### src/hdl/cocs_pkg.sv
package cocs_pkg;

    localparam int C_MAX_LEN       = 64;
    localparam int C_RANK_ENTRIES  = 256;
    localparam int C_QUEUE_DEPTH   = 2;
    localparam int C_QUEUE_AW      = $clog2(C_QUEUE_DEPTH);
    localparam int C_QUEUE_CW      = $clog2(C_QUEUE_DEPTH + 1);

    typedef enum logic [1:0] {
        OP_RANK,
        OP_TEXT,
        OP_RUN
    } t_op;

    typedef enum logic [1:0] {
        ST_IDLE,
        ST_SORT,
        ST_EMIT
    } t_state;

    typedef struct packed {
        t_op        op;
        logic [7:0] ch;
    } t_qent;

    typedef struct packed {
        logic       ins;
        logic       shift;
        logic [7:0] ch;
        logic [7:0] rank;
    } t_row_ctl;

endpackage

### src/hdl/cocs_if.sv
interface cocs_in_if;
    logic       valid;
    logic       ready;
    logic       req_type;
    logic [7:0] char_value;
    logic       last;

    modport source (output valid, output req_type, output char_value, output last,
                    input ready);
    modport sink   (input valid, input req_type, input char_value, input last,
                    output ready);
endinterface


### src/hdl/cocs_front.sv
module cocs_front import cocs_pkg::*; (
    input  logic           i_clk,
    input  logic           i_rst_n,
    cocs_in_if.sink        i_in,
    output t_qent          o_q,
    output logic           o_q_vld,
    input  logic           i_q_pop
);

    t_qent                  r_q [C_QUEUE_DEPTH];
    logic [C_QUEUE_AW-1:0]  r_wr_ptr;
    logic [C_QUEUE_AW-1:0]  r_rd_ptr;
    logic [C_QUEUE_CW-1:0]  r_cnt;
    logic [C_QUEUE_CW-1:0]  n_cnt;
    t_qent                  w_ent;
    logic                   w_push;
    logic                   w_pop;

    // classify the incoming beat
    always_comb begin
        w_ent.ch = i_in.char_value;
        if (!i_in.req_type) begin
            w_ent.op = OP_RANK;
        end else if (i_in.last) begin
            w_ent.op = OP_RUN;
        end else begin
            w_ent.op = OP_TEXT;
        end
    end

    assign i_in.ready = (r_cnt != C_QUEUE_CW'(C_QUEUE_DEPTH));
    assign w_push     = i_in.valid && i_in.ready;
    assign o_q_vld    = (r_cnt != '0);
    assign w_pop      = i_q_pop && o_q_vld;
    assign o_q        = r_q[r_rd_ptr];

    always_comb begin
        n_cnt = r_cnt;
        if (w_push && !w_pop) begin
            n_cnt = r_cnt + C_QUEUE_CW'(1);
        end else if (w_pop && !w_push) begin
            n_cnt = r_cnt - C_QUEUE_CW'(1);
        end
    end

    always_ff @(posedge i_clk) begin
        if (!i_rst_n) begin
            r_wr_ptr <= '0;
            r_rd_ptr <= '0;
            r_cnt    <= '0;
        end else begin
            r_cnt <= n_cnt;
            if (w_push) begin
                r_wr_ptr <= r_wr_ptr + C_QUEUE_AW'(1);
            end
            if (w_pop) begin
                r_rd_ptr <= r_rd_ptr + C_QUEUE_AW'(1);
            end
        end
    end

    always_ff @(posedge i_clk) begin
        if (w_push) begin
            r_q[r_wr_ptr] <= w_ent;
        end
    end

`ifndef SYNTHESIS
    a_cnt_bound: assert property (@(posedge i_clk) disable iff (!i_rst_n)
        r_cnt <= C_QUEUE_CW'(C_QUEUE_DEPTH))
        else $error("queue count beyond depth");
    a_push_only: assert property (@(posedge i_clk) disable iff (!i_rst_n)
        (w_push && !w_pop) |=> (r_cnt == $past(r_cnt) + C_QUEUE_CW'(1)))
        else $error("queue count missed a push");
    a_pop_only: assert property (@(posedge i_clk) disable iff (!i_rst_n)
        (w_pop && !w_push) |=> (r_cnt == $past(r_cnt) - C_QUEUE_CW'(1)))
        else $error("queue count missed a pop");
`endif

endmodule

### src/flat_wrapper.sv
// flat-port wrapper written by rule: the top's interface ports become plain ports
module cocs_front_flat import cocs_pkg::*;
  (i_clk, i_rst_n, o_q, o_q_vld, i_q_pop, i_in_valid, i_in_req_type, i_in_char_value, i_in_last, i_in_ready);
  cocs_in_if i_in_i ();
  input  logic i_clk;
  input  logic i_rst_n;
  output t_qent o_q;
  output logic o_q_vld;
  input  logic i_q_pop;
  input wire logic [$bits(i_in_i.valid)-1:0] i_in_valid;
  input wire logic [$bits(i_in_i.req_type)-1:0] i_in_req_type;
  input wire logic [$bits(i_in_i.char_value)-1:0] i_in_char_value;
  input wire logic [$bits(i_in_i.last)-1:0] i_in_last;
  output wire logic [$bits(i_in_i.ready)-1:0] i_in_ready;
  assign i_in_i.valid = i_in_valid;
  assign i_in_i.req_type = i_in_req_type;
  assign i_in_i.char_value = i_in_char_value;
  assign i_in_i.last = i_in_last;
  assign i_in_ready = i_in_i.ready;
  cocs_front u_core (.i_clk(i_clk), .i_rst_n(i_rst_n), .i_in(i_in_i), .o_q(o_q), .o_q_vld(o_q_vld), .i_q_pop(i_q_pop));
endmodule
### config.mk
export PLATFORM = sky130hd
export DESIGN_NAME = cocs_front_flat
export DESIGN_NICKNAME = d
export VERILOG_FILES = /design/src/hdl/cocs_pkg.sv /design/src/hdl/cocs_if.sv /design/src/hdl/cocs_front.sv /design/src/flat_wrapper.sv
export SDC_FILE = /design/constraint.sdc
export NUM_CORES = 1
export LEC_CHECK = 0
export ABC_AREA = 1
export BUFFER_PORTS_ARGS = -buffer_cell sky130_fd_sc_hd__clkbuf_2
export CORE_ASPECT_RATIO = 1.25
export CORE_MARGIN = 5
export CORE_UTILIZATION = 44
export DETAILED_ROUTE_END_ITERATION = 12
export GPL_TIMING_DRIVEN = 0
export PLACE_DENSITY = 0.79
export SKIP_CTS_REPAIR_TIMING = 1
export SLEW_MARGIN = 30
export SYNTH_ARGS = -nofsm -noshare
export SYNTH_HDL_FRONTEND = slang
export SYNTH_SLANG_ARGS = --single-unit
### constraint.sdc
create_clock -name i_clk -period 2.1 [get_ports i_clk]
set_clock_uncertainty 0.15 [all_clocks]
set_input_delay 0.21 -clock i_clk [delete_from_list [all_inputs] [get_ports i_clk]]
set_output_delay 0.21 -clock i_clk [all_outputs]
set_load 0.005 [all_outputs]
Yosys cells after proc, flatten, opt, wreduce, memory -nomap -nowiden
Memory sizes are Yosys's and may differ from the RTL's. A register that Yosys moved wholly into a read port is not among the register bits.
Cells that the tools add are included.

word-level totals
  bits in read-only memories = 0
  output and inout port bits = 12
  memories kept = 1
  input port bits = 14
  register bits = 4
  bits in writable memories = 20
  bits in latches = 0
  word-level logic and storage cells = 25

cells by class
  multiply operators = 0
  reduce and logical (&&, ||, !) cells = 8
  add/sub/neg operators = 4
  multiplexer cells = 8
  div/mod/pow operators = 0
  equal/unequal tests = 1
  bitwise operators = 0
  $lt $le $gt $ge = 0
  shift operators = 0

memories
  name        words  width  rd ports  clocked after memory_dff  wr ports  RTL line          RTL
  u_core.r_q  2      10     1         1                         1         cocs_front.sv:10  t_qent r_q [C_QUEUE_DEPTH];

operators with widths
  operator                                          number
  two-way mux 2 bit                                 4
  logical AND 1 bit                                 4
  two-way mux 1 bit                                 4
  nonzero test 2 bit                                2
  adder 1 bit, second input constant                2
  adder 2 x 1 -> 2 bit, second input constant       1
  zero test 1 bit                                   2
  inequality test 2 bit, second input constant      1
  subtractor 2 x 1 -> 2 bit, second input constant  1

Logic depth before layout (Yosys ltp)
Gate-level depths: netlist of the first run.

  depth after elaboration = 6
  mapped depth = 11
  mapped depth without buffers = 11

Worst setup path after synthesis of the first run
OpenSTA, ideal clock, no wires.

  path type = flip-flop to flip-flop
  from = register u_core.r_cnt[0]
  to = memory u_core.r_q[1][0] (netlist bit), enable pin
  stages on the path, launching flop included = 5
  clock period less this slack = 1.524 ns
  path slack = 0.576 ns
  data required time = 1.574 ns
  buffers on the path = 0
  library setup time = 0.376 ns
  arrival time = 0.998 ns
  path through = dfxtp_1 inv_2 nand2_2 nand2_4 nor2_1

on the way
  word-level cells in the longest chain between the ends = 4

RTL lines
  item                                     RTL line            RTL
  start: declaration                       cocs_front.sv:13    logic [C_QUEUE_CW-1:0] r_cnt;
  start signal: assignment                 cocs_front.sv:52    r_cnt <= n_cnt;
  inequality test 2 bit                    cocs_front.sv:31    assign i_in.ready = (r_cnt != C_QUEUE_CW'(C_QUEUE_DEPTH));
  named net i_in_ready                     flat_wrapper.sv:14  output wire logic [$bits(i_in_i.ready)-1:0] i_in_ready;
  logical AND 1 bit                        cocs_front.sv:32    assign w_push = i_in.valid && i_in.ready;
  two-way mux 1 bit                        cocs_front.sv:63    if (w_push) begin
  two-way mux 1 bit (not written as such)  cocs_front.sv:64    r_q[r_wr_ptr] <= w_ent;
  end: declaration                         cocs_front.sv:10

The timed path passes the listed nets, and every way through them passes these cells.

Worst setup path in the final report of the first run
  from = register u_core.r_cnt[0]
  to = memory u_core.r_q[0][9] (netlist bit), enable pin

on the way
  word-level cells in the longest chain between the ends = 4

RTL lines
  item                                     RTL line
  inequality test 2 bit                    cocs_front.sv:31
  logical AND 1 bit                        cocs_front.sv:32
  two-way mux 1 bit                        cocs_front.sv:63
  two-way mux 1 bit (not written as such)  cocs_front.sv:64

Every way passes these cells.

==> flow_metrics.py, run 1 <==
metrics = {
    "global_routing": {
        "use_met2": 0.193,
        "use_met3": 0.0307,
        "grt_overflow_total": 0,
        "track_usage": 0.107,
        "grt_util_met1": 0.115,
        "busiest_layer": "met2",
        "grt_max_degree": 14,
        "grt_pass1_vias": 627,
        "grt_pass1_wl_microns": 2680,
        "antenna_found_initial": 0,
    },
    "cells_and_area": {
        "postLayoutCellArea_sq_um": 1270,
        "diodes": 0,
        "final_cell_mix": "25 x clkbuf_2, 20 x edfxtp_1, 10 x mux2_2",
        "drive_gt1_frac": 0.391,
        "mostFrequentLayoutCell": "clkbuf_2",
        "nFillCells": 201,
        "final_util": 0.581,
        "multiInputGateArea_sq_um": 240,
        "register_area_sq_um": 701,
        "fin_nets": 126,
        "syn_to_final_growth_pct": 28.3,
    },
    "placed_design": {
        "port_buffers": 25,
        "place_congestion": 0.724,
        "placed_area_sq_um": 1150,
        "dpl.hpwl_microns": 1160,
    },
    "synthesis": {
        "syn_inst": 72,
        "synth_area_sq_um": 991,
        "yosys-top-cells-area": "edfxtp_1 61%, mux2_2 11%, dfxtp_1 10%",
        "synth_warnings": 0,
        "syn_nets": 87,
        "ys_seq_area_frac": 0.707,
        "post_synth.cell_area_avg_sq_um": 13.8,
        "synth_area_leader_cell": "edfxtp_1",
        "yosysTopAreaCellShare": 0.606,
        "ys_ff_latch": 25,
        "ys_types": 17,
    },
    "worst_setup_path": {
        "path_class": "reg -> reg",
        "cp-end-kind": "flip-flop",
        "crit_path_start_kind": "flip-flop",
        "critPathMaxFanout": 10,
        "r2r_start": "u_core.r_cnt[0]$_SDFFE_PN0P_",
        "reg2reg_slack_ns": 0.32,
        "cp.arrival_ns": 1.57,
        "crit_required_ns": 1.89,
        "ff2ff_path_depth": 4,
        "r2r-end": "u_core.r_q[0][9]$_DFFE_PP_",
        "cp-startpoint": "u_core.r_cnt[0]$_SDFFE_PN0P_",
    },
    "power": {
        "p_leak_nw": 0.534,
        "peakVddDrop_mv": 0.746,
        "p_per_area_nw_per_um2": 998,
    },
    "sta": {
        "rsz0062_at_grt": "false",
        "holdWs_ns": 0.0478,
        "worstMarginPinSlew_ns": 0.846,
        "max_freq_ghz": 0.563,
        "setup-violations-final": 0,
        "period_needed_ns": 1.78,
        "report.final.slew_viol_count": 0,
        "fin_crit_sh": 0.846,
        "setup_tns_ns": 0,
        "max_slew_margin": 0.434,
        "final-hold-violation-count": 0,
    },
    "drt": {
        "via_count": 643,
        "wl_per_cell_microns": 11.4,
        "vias_per_cell": 4.56,
        "drc": 0,
        "antenna_left": 0,
        "drtPass1Iterations": 3,
        "routed_wirelength_microns": 1600,
        "first_iter_violations": 5,
    },
    "hold_path": {
        "worst_hold_path.num_cells": 3,
        "min_from": "i_in_req_type",
        "min_to": "u_core.r_q[1][9]$_DFFE_PP_",
        "hold_path.class": "in -> reg",
    },
    "floorplanning": {
        "die_h_microns": 63.1,
        "core_sq_um": 2190,
        "dieArea_sq_um": 3310,
        "placementRows": 19,
        "die_w_microns": 52.4,
        "start_util": 0.453,
        "ios": 26,
    },
    "clock_tree": {
        "numCtsBuffers": 3,
        "clkTransAtPathRegs_ns": 0.12,
        "clkSinkCount": 25,
        "cts_tree": "built",
        "cts_max_level": 1,
        "cts_root_buf": "clkbuf_4",
        "clockBufferDepth": 2,
        "clkLatencyLatePin_ns": 0.30,
    },
    "run_status": {
        "status": "finished, final reports clean",
    },
    "run": {
        "drv_cap": 0,
    },
}
==> synthesized netlist by cell type <==
| library cell | count |
|---|---|
| inv_2 | 1 |
| nand2_4 | 1 |
| a21oi_1 | 1 |
| nand3_1 | 1 |
| nand2_2 | 1 |
| dfxtp_1 | 5 |
| nand2_1 | 8 |
| buf_6 | 1 |
| edfxtp_1 | 20 |
| mux2_2 | 10 |
| nor2_1 | 9 |
| o21a_1 | 1 |
| o21ai_0 | 2 |
| inv_1 | 8 |
| clkinv_2 | 1 |
| ha_1 | 1 |
| nand4_1 | 1 |
==> power by group <==
part	internal, W	leakage, nW	total, W	switching (W)
Clock	0.0000739	0.0150	0.000199	0.000125
Combinational	0.000193	0.290	0.000402	0.000209
Sequential	0.000632	0.229	0.000668	0.0000358
Total	0.000899	0.534	0.00127	0.000369
==> layout make-up <==
cell class / count / area share
plain buffers: 1 / 0.00886
clock buffers: 4 / 0.0207
inverters: 10 / 0.0305
multi-input cells: 36 / 0.189
flip-flops and latches: 25 / 0.551
well taps: 31 / 0.0305
repair buffers: 34 / 0.169
==> kinds of logic after synthesis <==
kind of cell / Yosys count / synth area share
AOI/OAI and AO/OA: 4 / 0.0227
adders and majority gates: 1 / 0.0126
buffers and inverters: 11 / 0.0505
DFF: 25 / 0.707
muxes: 10 / 0.114
and+or+nand+nor: 21 / 0.0934
==> metal layers <==
metal,vias up,part of all wire,routed length [microns]
met5,-,0,0
met4,0,0,0
met3,0,0.075,120
met2,16,0.53,845
met1,302,0.40,638
li1,325,-,-
==> how the worst max path moves through the flow <==
stage | end | slack [ns] | cells past startpoint
2_1_floorplan | u_core.r_q[1][0]$_DFFE_PP_ | 0.58 | 4
3_3_place_gp | u_core.r_q[0][5]$_DFFE_PP_ | 0.35 | 4
3_5_place_dp | u_core.r_q[1][3]$_DFFE_PP_ | 0.31 | 4
4_1_cts | u_core.r_q[1][0]$_DFFE_PP_ | 0.29 | 4
5_1_grt | u_core.r_q[1][9]$_DFFE_PP_ | 0.12 | 4
6_report | u_core.r_q[0][9]$_DFFE_PP_ | 0.32 | 4
==> worst max-delay path: stages (launching register included) <==
cell and delay (ns):
dfxtp_1 0.39, inv_2 0.08, nand2_2 0.09, nand2_4 0.06
nor2_1 0.64
==> sequential cells by signal, indices dropped and copies added, names as in the netlist, named ones only <==
register and flops:
u_core.r_cnt 2, u_core.r_rd_ptr 1, u_core.r_q 20, u_core.r_wr_ptr 1
==> metrics by stage <==
step | power, W | setup WS [ns] | std cells
after floorplan | 0.000934 | 0.576 | 72
after global placement | 0.00105 | 0.353 | 128
after detailed placement | 0.00107 | 0.314 | 128
after CTS | 0.00127 | 0.290 | 132
after global routing | 0.00137 | 0.119 | 141
final | 0.00127 | 0.324 | 141
No activity file was read; power rests on OpenSTA's default activity.
==> run 2, diff against run 1 <==
- PLACE_DENSITY: 0.79 -> 0.82
- clock period: 2.1 -> 1.45 ns (I/O delays scaled with it)
==> flow_metrics.py, run 2 (synthesis results as in run 1) <==
metrics = {
    "cells_and_area": {
        "syn_to_final_growth_pct": 45.1,
        "fin_nets": 131,
        "mostFrequentLayoutCell": "clkbuf_2",
        "final_cell_mix": "24 x clkbuf_2, 20 x edfxtp_1, 11 x dlygate4sd3_1",
        "final_util": 0.657,
        "reg_top3": "u_core.r_q: 20 flops, u_core.r_cnt: 2 flops",
        "largest_reg_flops": 20,
        "postLayoutCellArea_sq_um": 1440,
        "diodes": 0,
        "regMostFlops": "u_core.r_q",
        "drive_gt1_frac": 0.487,
    },
    "power": {
        "p_int_w": 0.00149,
        "p_comb_frac": 0.395,
        "p_leak_nw": 0.612,
        "p_sw_w": 0.000649,
        "p_per_area_nw_per_um2": 1490,
        "peakVddDrop_mv": 1.08,
        "p_sw_frac": 0.303,
        "power_frac_clock": 0.133,
        "p_seq_frac": 0.473,
    },
    "sta": {
        "max_freq_ghz": 0.650,
        "setup-violations-final": 10,
        "worstMarginPinSlew_ns": 0.309,
        "setup_tns_ns": -0.714,
        "rsz0062_at_grt": "true",
        "final-hold-violation-count": 0,
        "period_needed_ns": 1.54,
        "report.final.slew_viol_count": 0,
        "fin_crit_sh": 1.06,
        "final.setup.worst_slack_ns": -0.0892,
        "max_slew_margin": 0.794,
    },
    "placed_design": {
        "placed_area_sq_um": 1150,
        "port_buffers": 25,
        "dpl.hpwl_microns": 1260,
        "place_congestion": 0.702,
    },
    "floorplanning": {
        "die_h_microns": 63.1,
        "core_sq_um": 2190,
        "die_w_microns": 52.4,
        "placementRows": 19,
        "ios": 26,
        "start_util": 0.453,
        "dieArea_sq_um": 3310,
    },
    "drt": {
        "vias_per_cell": 4.64,
        "via_count": 677,
        "wl_per_cell_microns": 13.1,
        "antenna_left": 0,
        "first_iter_violations": 8,
        "routed_wirelength_microns": 1920,
        "drc": 0,
        "drtPass1Iterations": 4,
    },
    "global_routing": {
        "grt_pass1_vias": 688,
        "track_usage": 0.103,
        "antenna_found_initial": 0,
        "grt_overflow_total": 0,
        "grt_pass1_wl_microns": 2590,
        "grt_max_degree": 14,
    },
    "worst_setup_path": {
        "crit_slowest_cell": "dfxtp_4",
        "crit_required_ns": 1.15,
        "path_class": "reg -> out",
        "critPathMaxFanout": 5,
        "crit_path_start_kind": "flip-flop",
        "path_cells": "clkbuf_16, mux2_4, buf_6",
        "max_stage_delay_ns": 0.39,
        "cp.arrival_ns": 1.24,
        "cp-end-kind": "output pin",
    },
    "clock_tree": {
        "clkSinkCount": 25,
        "cts_tree": "built",
        "clkTransAtPathRegs_ns": 0.12,
        "numCtsBuffers": 3,
        "cts_root_buf": "clkbuf_4",
        "clkLatencyLatePin_ns": 0.30,
        "clockBufferDepth": 2,
        "cts_max_level": 1,
    },
    "run_status": {
        "status": "complete, but fails checks",
        "violations": "setup timing",
    },
    "run": {
        "drv_cap": 0,
    },
    "hold_path": {
        "hold_path.class": "in -> reg",
    },
}
run 2: cell types whose count changed in the layout (fill, tap and decap cells not counted), sizes merged:
cell,previous run,this run
clkinv,1,0
dlygate4sd3,9,11
inv,9,10
buf,1,4
run 2: worst paths after layout:
path	from	endpoint	slack [ns]	cells past startpoint
max	flip-flop	o_q[7]	-0.09	3
max reg2reg	u_core.r_cnt[0]$_SDFFE_PN0P_	u_core.r_cnt[1]$_SDFFE_PN0P_	0.03	10
min reg2reg	u_core.r_rd_ptr$_SDFFE_PN0P_	u_core.r_rd_ptr$_SDFFE_PN0P_	0.40	2
min	i_in_valid	u_core.r_wr_ptr$_SDFFE_PN0P_	0.06	4
run 2: metal layers:
| layer | wire (microns) | vias up | global-route usage |
|---|---|---|---|
| met1 | 672 | 327 | 0.0963 |
| met5 | 0 | - | 0 |
| met3 | 103 | 0 | 0.0330 |
| met4 | 0 | 0 | 0.0351 |
| li1 | - | 333 | - |
| met2 | 1140 | 17 | 0.197 |
run 2: area by class of cell:
type / instances / area (sq um)
inverter: 10 / 42.5
buffer: 1 / 15.0
timing repair buffer: 39 / 285
clock buffer: 4 / 26.3
sequential: 25 / 712
multi-input combinational: 36 / 318
tap: 31 / 38.8
fill: 174 / 749
run 2: critical path, delay by kind of cell, from the launching register on:
family	cells	cell delay [ns]
DFF	1	0.39
muxes	1	0.30
buffers and inverters	2	0.26
run 2: power groups by stage:
stage	clock network (W)	logic [W]	registers, W
3_5_place_dp	0	0.000586	0.000987
5_1_grt	0.000325	0.000917	0.00103
4_1_cts	0.000288	0.000590	0.000970
2_1_floorplan	0	0.000382	0.000971
6_report	0.000285	0.000846	0.00101
3_3_place_gp	0	0.000548	0.000976
run 2: stage by stage:
stage	hold WS (ns)	total power, W	std cells	worst slack (ns)
floorplan	0.0939	0.00135	72	-0.0744
CTS	-0.131	0.00185	132	-0.326
detailed placement	0.187	0.00157	128	-0.305
global route	0.0886	0.00227	146	-0.139
finish	0.0591	0.00214	146	-0.0892
global placement	0.186	0.00152	128	-0.281
